==> config.mk <==
export PLATFORM = sky130hd
export DESIGN_NAME = trlp_parse
export DESIGN_NICKNAME = d
export VERILOG_FILES = /design/src/sv/trlp_pkg.sv /design/src/sv/trlp_parse.sv
export SDC_FILE = /design/constraint.sdc
export NUM_CORES = 1
export LEC_CHECK = 0
export ABC_AREA = 1
export BUFFER_PORTS_ARGS = -buffer_cell sky130_fd_sc_hd__clkbuf_2
export CAP_MARGIN = 20
export CORE_MARGIN = 4
export CORE_UTILIZATION = 40
export DETAILED_ROUTE_END_ITERATION = 7
export PLACE_DENSITY_LB_ADDON = 0.12
export SETUP_SLACK_MARGIN = 0.05
export SYNTH_ARGS = -nofsm -noshare
export SYNTH_HDL_FRONTEND = slang
export SYNTH_SLANG_ARGS = --single-unit
==> constraint.sdc <==
create_clock -name clk -period 8.9 [get_ports clk]
set_input_delay 0.445 -clock clk [delete_from_list [all_inputs] [get_ports clk]]
set_output_delay 0.445 -clock clk [all_outputs]
set_load 0.02 [all_outputs]
==> src/sv/trlp_pkg.sv <==
`default_nettype none

package trlp_pkg;

  // Line kinds as reported on the result channel
  localparam logic [2:0] KIND_V    = 3'd0;
  localparam logic [2:0] KIND_T    = 3'd1;
  localparam logic [2:0] KIND_P    = 3'd2;
  localparam logic [2:0] KIND_BA   = 3'd3;
  localparam logic [2:0] KIND_A    = 3'd4;
  localparam logic [2:0] KIND_DI   = 3'd5;
  localparam logic [2:0] KIND_ECHO = 3'd6;

  // ASCII codes the parser reacts to
  localparam logic [7:0] CH_CR    = 8'h0D;
  localparam logic [7:0] CH_LF    = 8'h0A;
  localparam logic [7:0] CH_TAB   = 8'h09;
  localparam logic [7:0] CH_VT    = 8'h0B;
  localparam logic [7:0] CH_FF    = 8'h0C;
  localparam logic [7:0] CH_SPACE = 8'h20;
  localparam logic [7:0] CH_PLUS  = 8'h2B;
  localparam logic [7:0] CH_MINUS = 8'h2D;
  localparam logic [7:0] CH_ZERO  = 8'h30;
  localparam logic [7:0] CH_NINE  = 8'h39;
  localparam logic [7:0] CH_COLON = 8'h3A;
  localparam logic [7:0] CH_EQ    = 8'h3D;
  localparam logic [7:0] CH_QUERY = 8'h3F;
  localparam logic [7:0] CH_A     = 8'h41;
  localparam logic [7:0] CH_B     = 8'h42;
  localparam logic [7:0] CH_D     = 8'h44;
  localparam logic [7:0] CH_I     = 8'h49;
  localparam logic [7:0] CH_P     = 8'h50;
  localparam logic [7:0] CH_T     = 8'h54;
  localparam logic [7:0] CH_V     = 8'h56;

  // Battery average: Q8 tenths of a volt, avg = (19*avg + v*2^F) / 20
  localparam int AVG_W     = 24;
  localparam int AVG_FRAC  = 8;
  localparam logic [AVG_W-1:0] AVG_MAX = {AVG_W{1'b1}};
  // Any input at or above this cap saturates the average anyway
  localparam int UV_CAP    = ((20 * (1 << AVG_W)) + (1 << AVG_FRAC) - 1) >> AVG_FRAC;
  localparam int UV_CAP_W  = $clog2(UV_CAP + 1);
  // 19*avg plus capped scaled input stays below 2^30
  localparam int SUM_W     = 30;
  // Divide by 20 as shift by two then multiply by ceil(2^30 / 5)
  localparam int DIV_X_W   = SUM_W - 2;
  localparam int RECIP_SH  = 30;
  localparam int RECIP_W   = 28;
  localparam logic [RECIP_W-1:0] RECIP_5 = 28'd214748365;
  localparam int PROD_W    = DIV_X_W + RECIP_W;
  localparam int QUO_W     = PROD_W - RECIP_SH;

  // Control part of one finished line
  typedef struct packed {
    logic [2:0] kind;
    logic       perr;
    logic       stop;
    logic       upd;
  } line_ctl_t;

endpackage

`default_nettype wire

==> src/sv/trlp_parse.sv <==
`default_nettype none

module trlp_parse #(
  parameter int VALUE_BITS = 21
) (
  input  wire logic                         clk,
  input  wire logic                         rst_n,
  input  wire logic                         go,
  input  wire logic [7:0]                   rx_byte,
  output logic                              res_vld,
  output trlp_pkg::line_ctl_t               res_ctl,
  output logic signed [VALUE_BITS-1:0]      res_v0,
  output logic signed [VALUE_BITS-1:0]      res_v1,
  output logic signed [VALUE_BITS-1:0]      res_v2
);

  localparam int EW = VALUE_BITS + 5;
  localparam logic signed [EW-1:0] VMAX_E = EW'((64'sd1 <<< (VALUE_BITS - 1)) - 64'sd1);
  localparam logic signed [EW-1:0] VMIN_E = EW'(-(64'sd1 <<< (VALUE_BITS - 1)));

  typedef enum logic [3:0] {
    PH_HUNT   = 4'b0001,
    PH_PREFIX = 4'b0010,
    PH_FIELDS = 4'b0100,
    PH_SKIP   = 4'b1000
  } phase_t;

  phase_t                        phase_r, phase_nxt;
  logic [2:0]                    kind_r, kind_nxt;
  logic                          ppos_r, ppos_nxt;
  logic                          pbad_r, pbad_nxt;
  logic [1:0]                    fnum_r, fnum_nxt;
  logic                          neg_r, neg_nxt;
  logic                          started_r, started_nxt;
  logic                          digit_r, digit_nxt;
  logic                          stop_r, stop_nxt;
  logic signed [VALUE_BITS-1:0]  fval_r [3];
  logic signed [VALUE_BITS-1:0]  fval_nxt [3];

  logic signed [VALUE_BITS-1:0]  cur;
  logic signed [EW-1:0]          ext, times10, dig, cand;
  logic signed [VALUE_BITS-1:0]  sat;
  logic                          is_digit, is_sign, is_blank, more_fields, perr_f;
  logic [7:0]                    exp_ch;

  // Digit accumulation for the field in progress
  always_comb begin
    cur      = fval_r[fnum_r];
    ext      = EW'(cur);
    times10  = (ext <<< 3) + (ext <<< 1);
    dig      = EW'({1'b0, rx_byte[3:0]});
    cand     = neg_r ? (times10 - dig) : (times10 + dig);
    if (cand > VMAX_E) begin
      sat = VMAX_E[VALUE_BITS-1:0];
    end else if (cand < VMIN_E) begin
      sat = VMIN_E[VALUE_BITS-1:0];
    end else begin
      sat = cand[VALUE_BITS-1:0];
    end
  end

  // Byte classes
  assign is_digit = (rx_byte >= trlp_pkg::CH_ZERO) && (rx_byte <= trlp_pkg::CH_NINE);
  assign is_sign  = (rx_byte == trlp_pkg::CH_PLUS) || (rx_byte == trlp_pkg::CH_MINUS);
  assign is_blank = (rx_byte == trlp_pkg::CH_SPACE) || (rx_byte == trlp_pkg::CH_TAB) ||
                    (rx_byte == trlp_pkg::CH_LF) || (rx_byte == trlp_pkg::CH_VT) ||
                    (rx_byte == trlp_pkg::CH_FF);
  assign more_fields = ((kind_r == trlp_pkg::KIND_V) && (fnum_r < 2'd2)) ||
                       ((kind_r == trlp_pkg::KIND_T) && (fnum_r < 2'd1));
  assign perr_f = pbad_r || (phase_r == PH_PREFIX);

  always_comb begin
    if (!ppos_r && (kind_r == trlp_pkg::KIND_BA)) begin
      exp_ch = trlp_pkg::CH_A;
    end else if (!ppos_r && (kind_r == trlp_pkg::KIND_DI)) begin
      exp_ch = trlp_pkg::CH_I;
    end else begin
      exp_ch = trlp_pkg::CH_EQ;
    end
  end

  // Line state machine
  always_comb begin
    phase_nxt   = phase_r;
    kind_nxt    = kind_r;
    ppos_nxt    = ppos_r;
    pbad_nxt    = pbad_r;
    fnum_nxt    = fnum_r;
    neg_nxt     = neg_r;
    started_nxt = started_r;
    digit_nxt   = digit_r;
    stop_nxt    = stop_r;
    fval_nxt    = fval_r;
    res_vld     = 1'b0;
    res_ctl.kind = kind_r;
    res_ctl.perr = perr_f;
    res_ctl.upd  = (kind_r == trlp_pkg::KIND_V) && !perr_f;
    res_ctl.stop = ((kind_r == trlp_pkg::KIND_DI) && !perr_f) ?
                   (fval_r[0] == VALUE_BITS'(1)) : stop_r;
    res_v0 = perr_f ? '0 : fval_r[0];
    res_v1 = perr_f ? '0 : fval_r[1];
    res_v2 = perr_f ? '0 : fval_r[2];

    if (go) begin
      if (phase_r == PH_HUNT) begin
        // Hunt for a trigger letter
        phase_nxt = PH_PREFIX;
        ppos_nxt  = 1'b0;
        unique case (rx_byte)
          trlp_pkg::CH_V:     kind_nxt = trlp_pkg::KIND_V;
          trlp_pkg::CH_T:     kind_nxt = trlp_pkg::KIND_T;
          trlp_pkg::CH_P:     kind_nxt = trlp_pkg::KIND_P;
          trlp_pkg::CH_B:     kind_nxt = trlp_pkg::KIND_BA;
          trlp_pkg::CH_A:     kind_nxt = trlp_pkg::KIND_A;
          trlp_pkg::CH_D:     kind_nxt = trlp_pkg::KIND_DI;
          trlp_pkg::CH_QUERY: begin
            kind_nxt  = trlp_pkg::KIND_ECHO;
            phase_nxt = PH_SKIP;
            ppos_nxt  = ppos_r;
          end
          default: begin
            phase_nxt = PH_HUNT;
            ppos_nxt  = ppos_r;
          end
        endcase
      end else if (rx_byte == trlp_pkg::CH_CR) begin
        // Close the line: emit unless echo, commit stop switch, clear
        res_vld     = (kind_r != trlp_pkg::KIND_ECHO);
        stop_nxt    = res_ctl.stop;
        phase_nxt   = PH_HUNT;
        kind_nxt    = trlp_pkg::KIND_V;
        ppos_nxt    = 1'b0;
        pbad_nxt    = 1'b0;
        fnum_nxt    = 2'd0;
        neg_nxt     = 1'b0;
        started_nxt = 1'b0;
        digit_nxt   = 1'b0;
        fval_nxt[0] = '0;
        fval_nxt[1] = '0;
        fval_nxt[2] = '0;
      end else begin
        unique case (phase_r)
          PH_PREFIX: begin
            if (rx_byte != exp_ch) begin
              pbad_nxt  = 1'b1;
              phase_nxt = PH_SKIP;
            end else if (exp_ch == trlp_pkg::CH_EQ) begin
              phase_nxt   = PH_FIELDS;
              fnum_nxt    = 2'd0;
              neg_nxt     = 1'b0;
              started_nxt = 1'b0;
              digit_nxt   = 1'b0;
            end else begin
              ppos_nxt = 1'b1;
            end
          end
          PH_FIELDS: begin
            if (is_digit) begin
              fval_nxt[fnum_r] = sat;
              started_nxt      = 1'b1;
              digit_nxt        = 1'b1;
            end else if (is_sign && !started_r) begin
              started_nxt = 1'b1;
              neg_nxt     = (rx_byte == trlp_pkg::CH_MINUS);
            end else if (is_blank && !started_r) begin
              phase_nxt = PH_FIELDS;
            end else if ((rx_byte == trlp_pkg::CH_COLON) && digit_r && more_fields) begin
              fnum_nxt    = fnum_r + 2'd1;
              neg_nxt     = 1'b0;
              started_nxt = 1'b0;
              digit_nxt   = 1'b0;
            end else begin
              phase_nxt = PH_SKIP;
            end
          end
          PH_SKIP: phase_nxt = PH_SKIP;
          default: phase_nxt = PH_HUNT;
        endcase
      end
    end
  end

  always_ff @(posedge clk) begin
    if (!rst_n) begin
      phase_r   <= PH_HUNT;
      kind_r    <= trlp_pkg::KIND_V;
      ppos_r    <= 1'b0;
      pbad_r    <= 1'b0;
      fnum_r    <= 2'd0;
      neg_r     <= 1'b0;
      started_r <= 1'b0;
      digit_r   <= 1'b0;
      stop_r    <= 1'b1;
      fval_r[0] <= '0;
      fval_r[1] <= '0;
      fval_r[2] <= '0;
    end else begin
      phase_r   <= phase_nxt;
      kind_r    <= kind_nxt;
      ppos_r    <= ppos_nxt;
      pbad_r    <= pbad_nxt;
      fnum_r    <= fnum_nxt;
      neg_r     <= neg_nxt;
      started_r <= started_nxt;
      digit_r   <= digit_nxt;
      stop_r    <= stop_nxt;
      fval_r    <= fval_nxt;
    end
  end

endmodule

`default_nettype wire

==> flow_summary.toml, run 1 <==
[outcome]
status = "completed"

[global_route]
grt_remaining_overflow = 0
grt_pass1_vias = 7648
grt_max_degree = 66
grt_pass1_wl_um = 38250
track_usage = 0.2299
antenna_found_initial = 0

[yosys]
avgSynthCellArea_um2 = 5.573
yosysUniqueCellTypes = 46
yosysTopAreaCell = "dfxtp_1"
syn-cell-area_um2 = 7473
synth_edf_count = 0
syn_inst = 1341
ys.flop_type = "dfxtp_1"
syn_nets = 1385
seq_area_frac_synth = 0.2089
synth_seq_cells = 78
yosys_warnings = 0
netlist_top_cells_area = "dfxtp_1, nand2_1, inv_1"
async_flop_share = 0
yosys.area.top_type_share = 0.2089

[setup_path]
slowest_stage = "dfxtp_1"
critical_path.endpoint_type = "flop"
critical_path_buf_inv_count = 6
start_kind = "flop"
arrival_ps = 6100
cp_max_fo = 24
required_ps = 9090
critical_path_class = "flop to flop"
cpMostUsedCell = "nand2_1"
cpPeakStageDelay_ps = 940
path_delay_family = "simple AND/OR/NAND/NOR gates"

[layout]
diodes = 0
multi_input_area_um2 = 4943
n_fill_cell = 1950
nets = 1435
area_growth_pct = 11.12
mostFrequentLayoutCells = "nand2_1, inv_1, nor2_1"
register_area_um2 = 1562
post-route-util = 0.4576
final_common_cell = "nand2_1"
final_layout_size_suffix_gt1_frac = 0.1246

[drt]
wl_um = 24050
drc = 0
dr.pass1.iters = 5
drt-vias-per-instance = 5.118
ant_nets = 0
wire_per_inst_um = 14.80
vias = 8317
drt_iter0_markers = 552

[floorplan]
rows = 49
fp.coreArea_um2 = 18150
num_io_pins = 81
die_w_um = 144.7
initial_core_util = 0.4118
die_area_um2 = 20930
die_h_um = 144.7

[place]
hpwl_um = 19240
routabilityCongestion = 0.9018
io_buffer_count = 80

[clock_tree]
clock_latency_ps = 330
path_clk_slew_ps = 60
cts.sinks = 78
cts_max_path_buffers = 2
hold_buffers = 0
post_cts_resize_count = 0
postCtsSetupBuffers = 0
h-tree-depth = 3
root_buffer = "clkbuf_16"
cts_tree = "built"
cts_buffers = 9

[timing]
hold_slack_ps = 372.2
rsz0062_at_grt = "no"
fin_crit_sh = 0.6645
skew_ps = 7.298
drv_slew = 0
worst_slew_pin_slew_ps = 1043
slew_headroom = 0.3034
setup_viol_count_final = 0
max_freq_mhz = 169.1
finalHoldViolCount = 0
post-route-min-period_ps = 5914
fin_tns_setup_ps = 0

[flow_run]
cap_violations = 0

[pwr]
vdd_ir_drop_max_mv = 0.09366
power_density_nw_per_um2 = 105.5
p_leak_nw = 3.991

[hold_path]
hold_class = "input pin to flop"
[power by group]
group | switching (W) | internal [W] | total (W)
logic | 0.0000958 | 0.0000366 | 0.000132
registers | 0.00000200 | 0.000351 | 0.000353
clock network | 0.000139 | 0.000252 | 0.000391
[synthesized netlist by cell type, drive strengths merged, types with 2 or more instances]
cell and instances:
nor4 8, dfxtp 78, a31oi 5, a21oi 121, xor2 16, nor2 172
and2 2, nor3 9, ha 30, inv 203, o21a 4, buf 20
a211oi 7, o32ai 2, nand4 21, o31ai 3, o21ai 61, nand2 452
clkbuf 25, nand3 85, o211ai 3, fa 3
[cell families (layout without fill, tap and decap cells)]
group	count (synthesis)	after routing	synth area share
and+or+nand+nor	750	750	0.4256
adders and majority gates	33	33	0.05826
muxes	1	1	0.001339
buffers and inverters	249	304	0.1311
AOI/OAI and AO/OA	213	213	0.1549
DFF	78	78	0.2089
xor gates and xnor gates	17	17	0.01992
[stage by stage]
step / instances / setup slack (ps) / power, W / area [um^2]
CTS: 1625 / 3003 / 0.0008820 / 8304
global placement: 1609 / 3031 / 0.0004926 / 7988
global route: 1625 / 2251 / 0.0009144 / 8304
floorplan: 1341 / 5088 / 0.0004584 / 7473
finish: 1625 / 2986 / 0.0008763 / 8304
detailed placement: 1609 / 3012 / 0.0004920 / 7988
[path summary, 6_finish.rpt]
path / start / endpoint / slack [ps] / cells after the start
max: fnum_r[1] / fval_r[57] / 2990 / 27
min: rst_n / phase_r[0] / 370 / 2
max reg2reg: fnum_r[1] / fval_r[57] / 2990 / 27
min reg2reg: ppos_r / ppos_r / 460 / 2
[routing by layer]
layer	GRT usage	up-vias	wire length [um]
met3	0.02826	37	1079
met5	0	-	0
li1	-	4353	-
met2	0.3997	214	11320
met4	0.06873	0	673
met1	0.2986	3713	10970
[registers in the layout, summed over array words and instances (netlist names)]
register / flops
stop_r: 1
phase_r: 4
neg_r: 1
pbad_r: 1
started_r: 1
ppos_r: 1
fnum_r: 2
digit_r: 1
kind_r: 3
fval_r: 63
[worst reg2reg max path, delay by kind of cell, from the launching register on]
family / cells / cell delay, ps
simple gates: 16 / 2450
flops: 1 / 940
buf+inv: 6 / 860
compound gates: 3 / 850
fa+ha+maj: 2 / 680
[cell type report]
cell class / count / area share
timing repair buffer: 84 / 0.05183
tap: 229 / 0.03450
clock inverter: 4 / 0.008438
multi-input combinational: 1014 / 0.5953
sequential: 78 / 0.1880
inverter: 204 / 0.09221
clock buffer: 12 / 0.02968
Note: power is estimated with default switching activity, not from simulation.
==> inputs of run 2 (changes only) <==
--- a/config.mk
+++ b/config.mk
@@ -5,7 +5,7 @@
 export SDC_FILE = /design/constraint.sdc
 export NUM_CORES = 1
 export LEC_CHECK = 0
-export ABC_AREA = 1
+export ABC_AREA = 0
 export BUFFER_PORTS_ARGS = -buffer_cell sky130_fd_sc_hd__clkbuf_2
 export CAP_MARGIN = 20
 export CORE_MARGIN = 4
==> constraint.sdc (replaced) <==
create_clock -name clk -period 5.23 [get_ports clk]
set_input_delay 0.2615 -clock clk [delete_from_list [all_inputs] [get_ports clk]]
set_output_delay 0.2615 -clock clk [all_outputs]
set_load 0.02 [all_outputs]
==> run 2 against run 1 <==
Synthesized cell count decreased by 30%. Final area increased by 18%. Power increased by 53%. Utilization increased by 11 points. Combinational power decreased by 51%. Non-clock buffer count increased by 161. Sequential power increased by 69%. Clock power increased by 74%. Sequential share of layout area decreased by 2.8 points. Clock-buffer cell count decreased by 2. Register-to-register slack got worse by 2900 ps. Critical path type unchanged.
==> flow_summary.toml, run 2 <==
[timing]
max_freq_mhz = 195.0
finalHoldViolCount = 0
slew_headroom = 0.2465
post-route-min-period_ps = 5128
hold_slack_ps = 316.6
drv_slew = 0
fin_crit_sh = 0.9805
skew_ps = 6.886
rsz0062_at_grt = "yes"
worst_slew_pin_slew_ps = 1127
setup_ws_ps = 101.8
setup_viol_count_final = 0

[setup_path]
required_ps = 5440
path_delay_family = "simple AND/OR/NAND/NOR gates"
cp_max_fo = 8
start_kind = "flop"
critical_path.endpoint_type = "flop"
arrival_ps = 5340
slowest_stage = "or4_4"
path_cells = "buf_8 > mux2i_4 > o21ai_2 > ha_1 > a21o_1 > a31o_4 > or4_4 > and3_4 > or4_4 > or4_4 > buf_6 > or4_4 > a21oi_4 > buf_6 > a311oi_4 > buf_6 > a21oi_2 > o31ai_2"
cpPeakStageDelay_ps = 590
critical_path_class = "flop to flop"
critical_path_buf_inv_count = 4
cpMostUsedCell = "or4_4"

[drt]
dr.pass1.iters = 5
drc = 0
wire_per_inst_um = 18.64
drt_iter0_markers = 499
drt-vias-per-instance = 5.746
vias = 7832
wl_met1_um = 11980
wl_met3_um = 1018
ant_nets = 0
wl_um = 25400
top_layer = "met4"
met2WireLength_um = 11980

[yosys]
synth_seq_cells = 78
yosysUniqueCellTypes = 76
async_flop_share = 0
syn_nets = 984
syn_inst = 940
synth_common_cells = "a21oi_1, nand2_1, dfxtp_1, and2_1, o31ai_1"
yosysMostFrequentCell = "a21oi_1"
synth_edf_count = 0
syn-cell-area_um2 = 7024
seq_area_frac_synth = 0.2223
yosys_warnings = 0
yosysTopAreaCell = "dfxtp_1"
avgSynthCellArea_um2 = 7.473
yosys.area.top_type_share = 0.2223
ys.flop_type = "dfxtp_1"
netlist_top_cells_area = "dfxtp_1, and2_1, a21oi_1"

[layout]
multi_input_area_um2 = 5723
post-route-util = 0.5663
final_common_cell = "buf_4"
mostFrequentLayoutCells = "buf_4, nand2_1, clkbuf_2"
largest-register = "fval_r"
top_regs = "fval_r x63, phase_r x4, kind_r x3"
instances_no_fill = 1363
register_area_um2 = 1567
largest_reg_flops = 63
area_growth_pct = 38.96
nets = 1177
final_layout_size_suffix_gt1_frac = 0.3409
diodes = 0
n_fill_cell = 1648

[clock_tree]
cts.sinks = 78
root_buffer = "clkbuf_16"
cts_max_path_buffers = 2
path_clk_slew_ps = 60
cts_buffers = 9
h-tree-depth = 3
cts_tree = "built"
hold_buffers = 0
clock_latency_ps = 340

[place]
hpwl_um = 19040
place_inst = 1319
io_buffer_count = 80
routabilityCongestion = 0.9620
dp_slack_ps = -242.2

[floorplan]
num_io_pins = 81
fp.coreArea_um2 = 17240
die_area_um2 = 19740
die_h_um = 140.5
die_w_um = 140.5
initial_core_util = 0.4075
rows = 48

[pwr]
vdd_ir_drop_max_mv = 0.1616
power_density_nw_per_um2 = 137.3
p_leak_nw = 4.064

[global_route]
antenna_found_initial = 0
track_usage = 0.2434
grt_remaining_overflow = 0
grt_pass1_vias = 7190
grt_pass1_wl_um = 39010
grt_max_degree = 66

[hold_path]
hold_class = "input pin to flop"

[flow_run]
cap_violations = 0

[outcome]
status = "completed"
run 2: cells by family (layout without fill, tap and decap cells):
family          after synthesis  after routing  synth area share
flops                        78             78            0.2223
buf+inv                      86            284           0.05468
compound gates              295            295            0.2768
fa+ha+maj                    33             33           0.06199
mux                          30             30           0.04328
xor+xnor                     31             31           0.04079
simple gates                387            387            0.3001
run 2: per-stage QoR:
step | power [W] | setup TNS (ps) | cell area [um^2]
2_1_floorplan | 0.0006484 | 0 | 7194
3_3_place_gp | 0.0006695 | -7442 | 8592
3_5_place_dp | 0.0006699 | -11080 | 8592
4_1_cts | 0.001334 | 0 | 9166
5_1_grt | 0.001367 | -2861 | 9761
6_report | 0.001340 | 0 | 9761
run 2: worst register-to-register path: stages (launching register included):
cell and delay, ps:
dfxtp_4 430, buf_8 160, mux2i_4 250, o21ai_2 120, ha_1 320, a21o_1 220
a31o_4 220, or4_4 480, and3_4 190, or4_4 500, or4_4 590, buf_6 150
or4_4 490, a21oi_4 260, buf_6 150, a311oi_4 110, buf_6 180, a21oi_2 130
o31ai_2 70
run 2: area by class of cell:
type / instances / area share
Multi-Input combinational cell: 776 / 0.5863
Timing Repair Buffer: 245 / 0.1832
Sequential cell: 78 / 0.1605
Tap cell: 225 / 0.02884
Clock buffer: 10 / 0.02346
Clock inverter: 6 / 0.008845
Inverter: 23 / 0.008845
run 2: layer usage:
| layer | up-vias | GRT usage |
|---|---|---|
| li1 | 3892 | - |
| met1 | 3694 | 0.3455 |
| met2 | 220 | 0.3921 |
| met3 | 26 | 0.02936 |
| met4 | 0 | 0.06221 |
| met5 | - | 0 |
run 2: path summary, 6_finish.rpt:
| path | start | endpoint | slack (ps) | cells past startpoint |
|---|---|---|---|---|
| max | fnum_r[0] | fval_r[3] | 100 | 18 |
| min | rx_byte[7] | digit_r | 320 | 4 |
| max reg2reg | fnum_r[0] | fval_r[3] | 100 | 18 |
| min reg2reg | digit_r | digit_r | 470 | 2 |
run 2: power by group:
| group | internal [W] | total, W | switching (W) |
|---|---|---|---|
| Combinational | 0.0000188 | 0.0000643 | 0.0000455 |
| Clock | 0.000417 | 0.000679 | 0.000262 |
| Sequential | 0.000594 | 0.000597 | 0.00000216 |
| Total | 0.00103 | 0.00134 | 0.000310 |
run 2: timing repair:
item | CTS | global route
pin swaps | 10 | 27
cloned | 1 | 1
endpoints found under the setup margin | 60 | 60
resized for setup | 26 | 113
setup buffers | 13 | 12
==> inputs of run 3 (changes only) <==
--- a/config.mk
+++ b/config.mk
@@ -9,10 +9,11 @@
 export BUFFER_PORTS_ARGS = -buffer_cell sky130_fd_sc_hd__clkbuf_2
 export CAP_MARGIN = 20
 export CORE_MARGIN = 4
-export CORE_UTILIZATION = 40
+export CORE_UTILIZATION = 45
 export DETAILED_ROUTE_END_ITERATION = 7
 export PLACE_DENSITY_LB_ADDON = 0.12
 export SETUP_SLACK_MARGIN = 0.05
+export SLEW_MARGIN = 20
 export SYNTH_ARGS = -nofsm -noshare
 export SYNTH_HDL_FRONTEND = slang
 export SYNTH_SLANG_ARGS = --single-unit
==> run 3 against run 2 <==
The flow now finishes with violations (setup timing). Cell count down 3.0%. Largest power group is now registers. Die area down 10%. Via count is 0.24% higher. Clock-buffer cell count rose by 1. Largest cell class unchanged.
==> flow_summary.toml, run 3 (synthesis results as in run 2) <==
[layout]
top_regs = "fval_r x63, phase_r x4, kind_r x3"
final_layout_size_suffix_gt1_frac = 0.2970
largest_reg_flops = 63
mostFrequentLayoutCells = "buf_4, nand2_1, a21oi_1"
diodes = 0
area_growth_pct = 32.70
nets = 1151
n_fill_cell = 1416
largest-register = "fval_r"
instances_no_fill = 1322
final_common_cell = "buf_4"

[clock_tree]
h-tree-depth = 3
path_clk_slew_ps = 60
cts_max_path_buffers = 2
cts_tree = "built"
hold_buffers = 0
root_buffer = "clkbuf_16"
cts_buffers = 9
clock_latency_ps = 340
cts.sinks = 78

[floorplan]
num_io_pins = 81
die_w_um = 132.9
die_h_um = 132.9
die_area_um2 = 17670
rows = 45
initial_core_util = 0.4604
fp.coreArea_um2 = 15260

[pwr]
power_density_nw_per_um2 = 131.6
power_w = 0.001227
p_leak_nw = 3.897
vdd_ir_drop_max_mv = 0.1366

[timing]
skew_ps = 9.033
post-route-min-period_ps = 5231
worst_slew_pin_slew_ps = 962.2
fin_crit_sh = 1.000
max_freq_mhz = 191.2
slew_headroom = 0.3570
setup_viol_count_final = 1
finalHoldViolCount = 0
drv_slew = 0
rsz0062_at_grt = "yes"
setup_ws_ps = -0.8549

[global_route]
track_usage = 0.2485
grt_remaining_overflow = 0
grt_max_degree = 66
grt_pass1_wl_um = 36450
antenna_found_initial = 0
grt_pass1_vias = 6877

[drt]
wire_per_inst_um = 18.26
vias = 7851
wl_um = 24140
drt_iter0_markers = 619
dr.pass1.iters = 5
drc = 0
ant_nets = 0
drt-vias-per-instance = 5.939

[setup_path]
critical_path_class = "flop to flop"
cp_max_fo = 13
required_ps = 5440
arrival_ps = 5440
start_kind = "flop"
critical_path.endpoint_type = "flop"

[place]
hpwl_um = 18000
dp_slack_ps = 48.86
place_inst = 1292
routabilityCongestion = 0.9325
io_buffer_count = 80

[outcome]
violations = "setup timing"
status = "finished, violations left"

[hold_path]
hold_class = "input pin to flop"

[flow_run]
cap_violations = 0
[run 3: final cells by class]
| type | count | area, um^2 | share of cell area |
|---|---|---|---|
| multi-input combinational | 776 | 5502 | 0.5902 |
| timing repair buffer | 219 | 1645 | 0.1765 |
| sequential | 78 | 1567 | 0.1681 |
| tap | 211 | 264.0 | 0.02832 |
| clock buffer | 11 | 232.7 | 0.02497 |
| inverter | 23 | 86.33 | 0.009262 |
| clock inverter | 4 | 25.02 | 0.002685 |
[run 3: what timing repair did]
item,in CTS,in global routing
setup buffers,0,9
cloned,0,6
pin swaps,0,6
gates resized for setup,2,74
endpoints found under the setup margin,2,63
[run 3: worst max-delay path, cell delays in order (launching register included)]
cell,delay (ps)
dfxtp_4,430
buf_6,130
mux2i_1,280
o21ai_0,210
ha_2,250
a21o_1,200
a31o_4,240
or4_4,480
and3_4,190
or4_4,530
or4_4,440
or3_4,390
a21oi_4,190
xnor2_4,110
buf_12,130
a211oi_4,240
nor2_4,140
clkbuf_16,210
o31ai_1,320
[run 3: final timing paths]
kind	startpoint	end	slack, ps	cells after the start
setup / recovery	fnum_r[0]	fval_r[52]	-0.9	18
hold / removal	rx_byte[7]	digit_r	360	4
setup reg to reg	fnum_r[0]	fval_r[52]	-0.9	18
hold reg to reg	digit_r	digit_r	480	2
[run 3: layer usage]
layer,vias to the layer above,part of all wire,track usage
li1,3833,-,-
met1,3700,0.48,0.3796
met2,302,0.45,0.3781
met3,16,0.061,0.02510
met4,0,0.0095,0.04908
met5,-,0,0
[run 3: power by group]
part	total (W)	internal [W]	switching (W)
Combinational	0.0000611	0.0000185	0.0000426
Clock	0.000569	0.000317	0.000251
Sequential	0.000597	0.000594	0.00000223
Total	0.00123	0.000930	0.000296
[run 3: metrics by stage]
step	setup TNS, ps	utilization	hold WS [ps]	instance area [um^2]
floorplan	0	-	429.4	7194
global placement	0	0.5605	457.5	8552
detailed placement	0	0.5609	459.6	8558
CTS	0	0.5788	344.3	8831
global route	-1931	0.6109	431.1	9321
finish	-0.8549	0.6109	362.7	9321
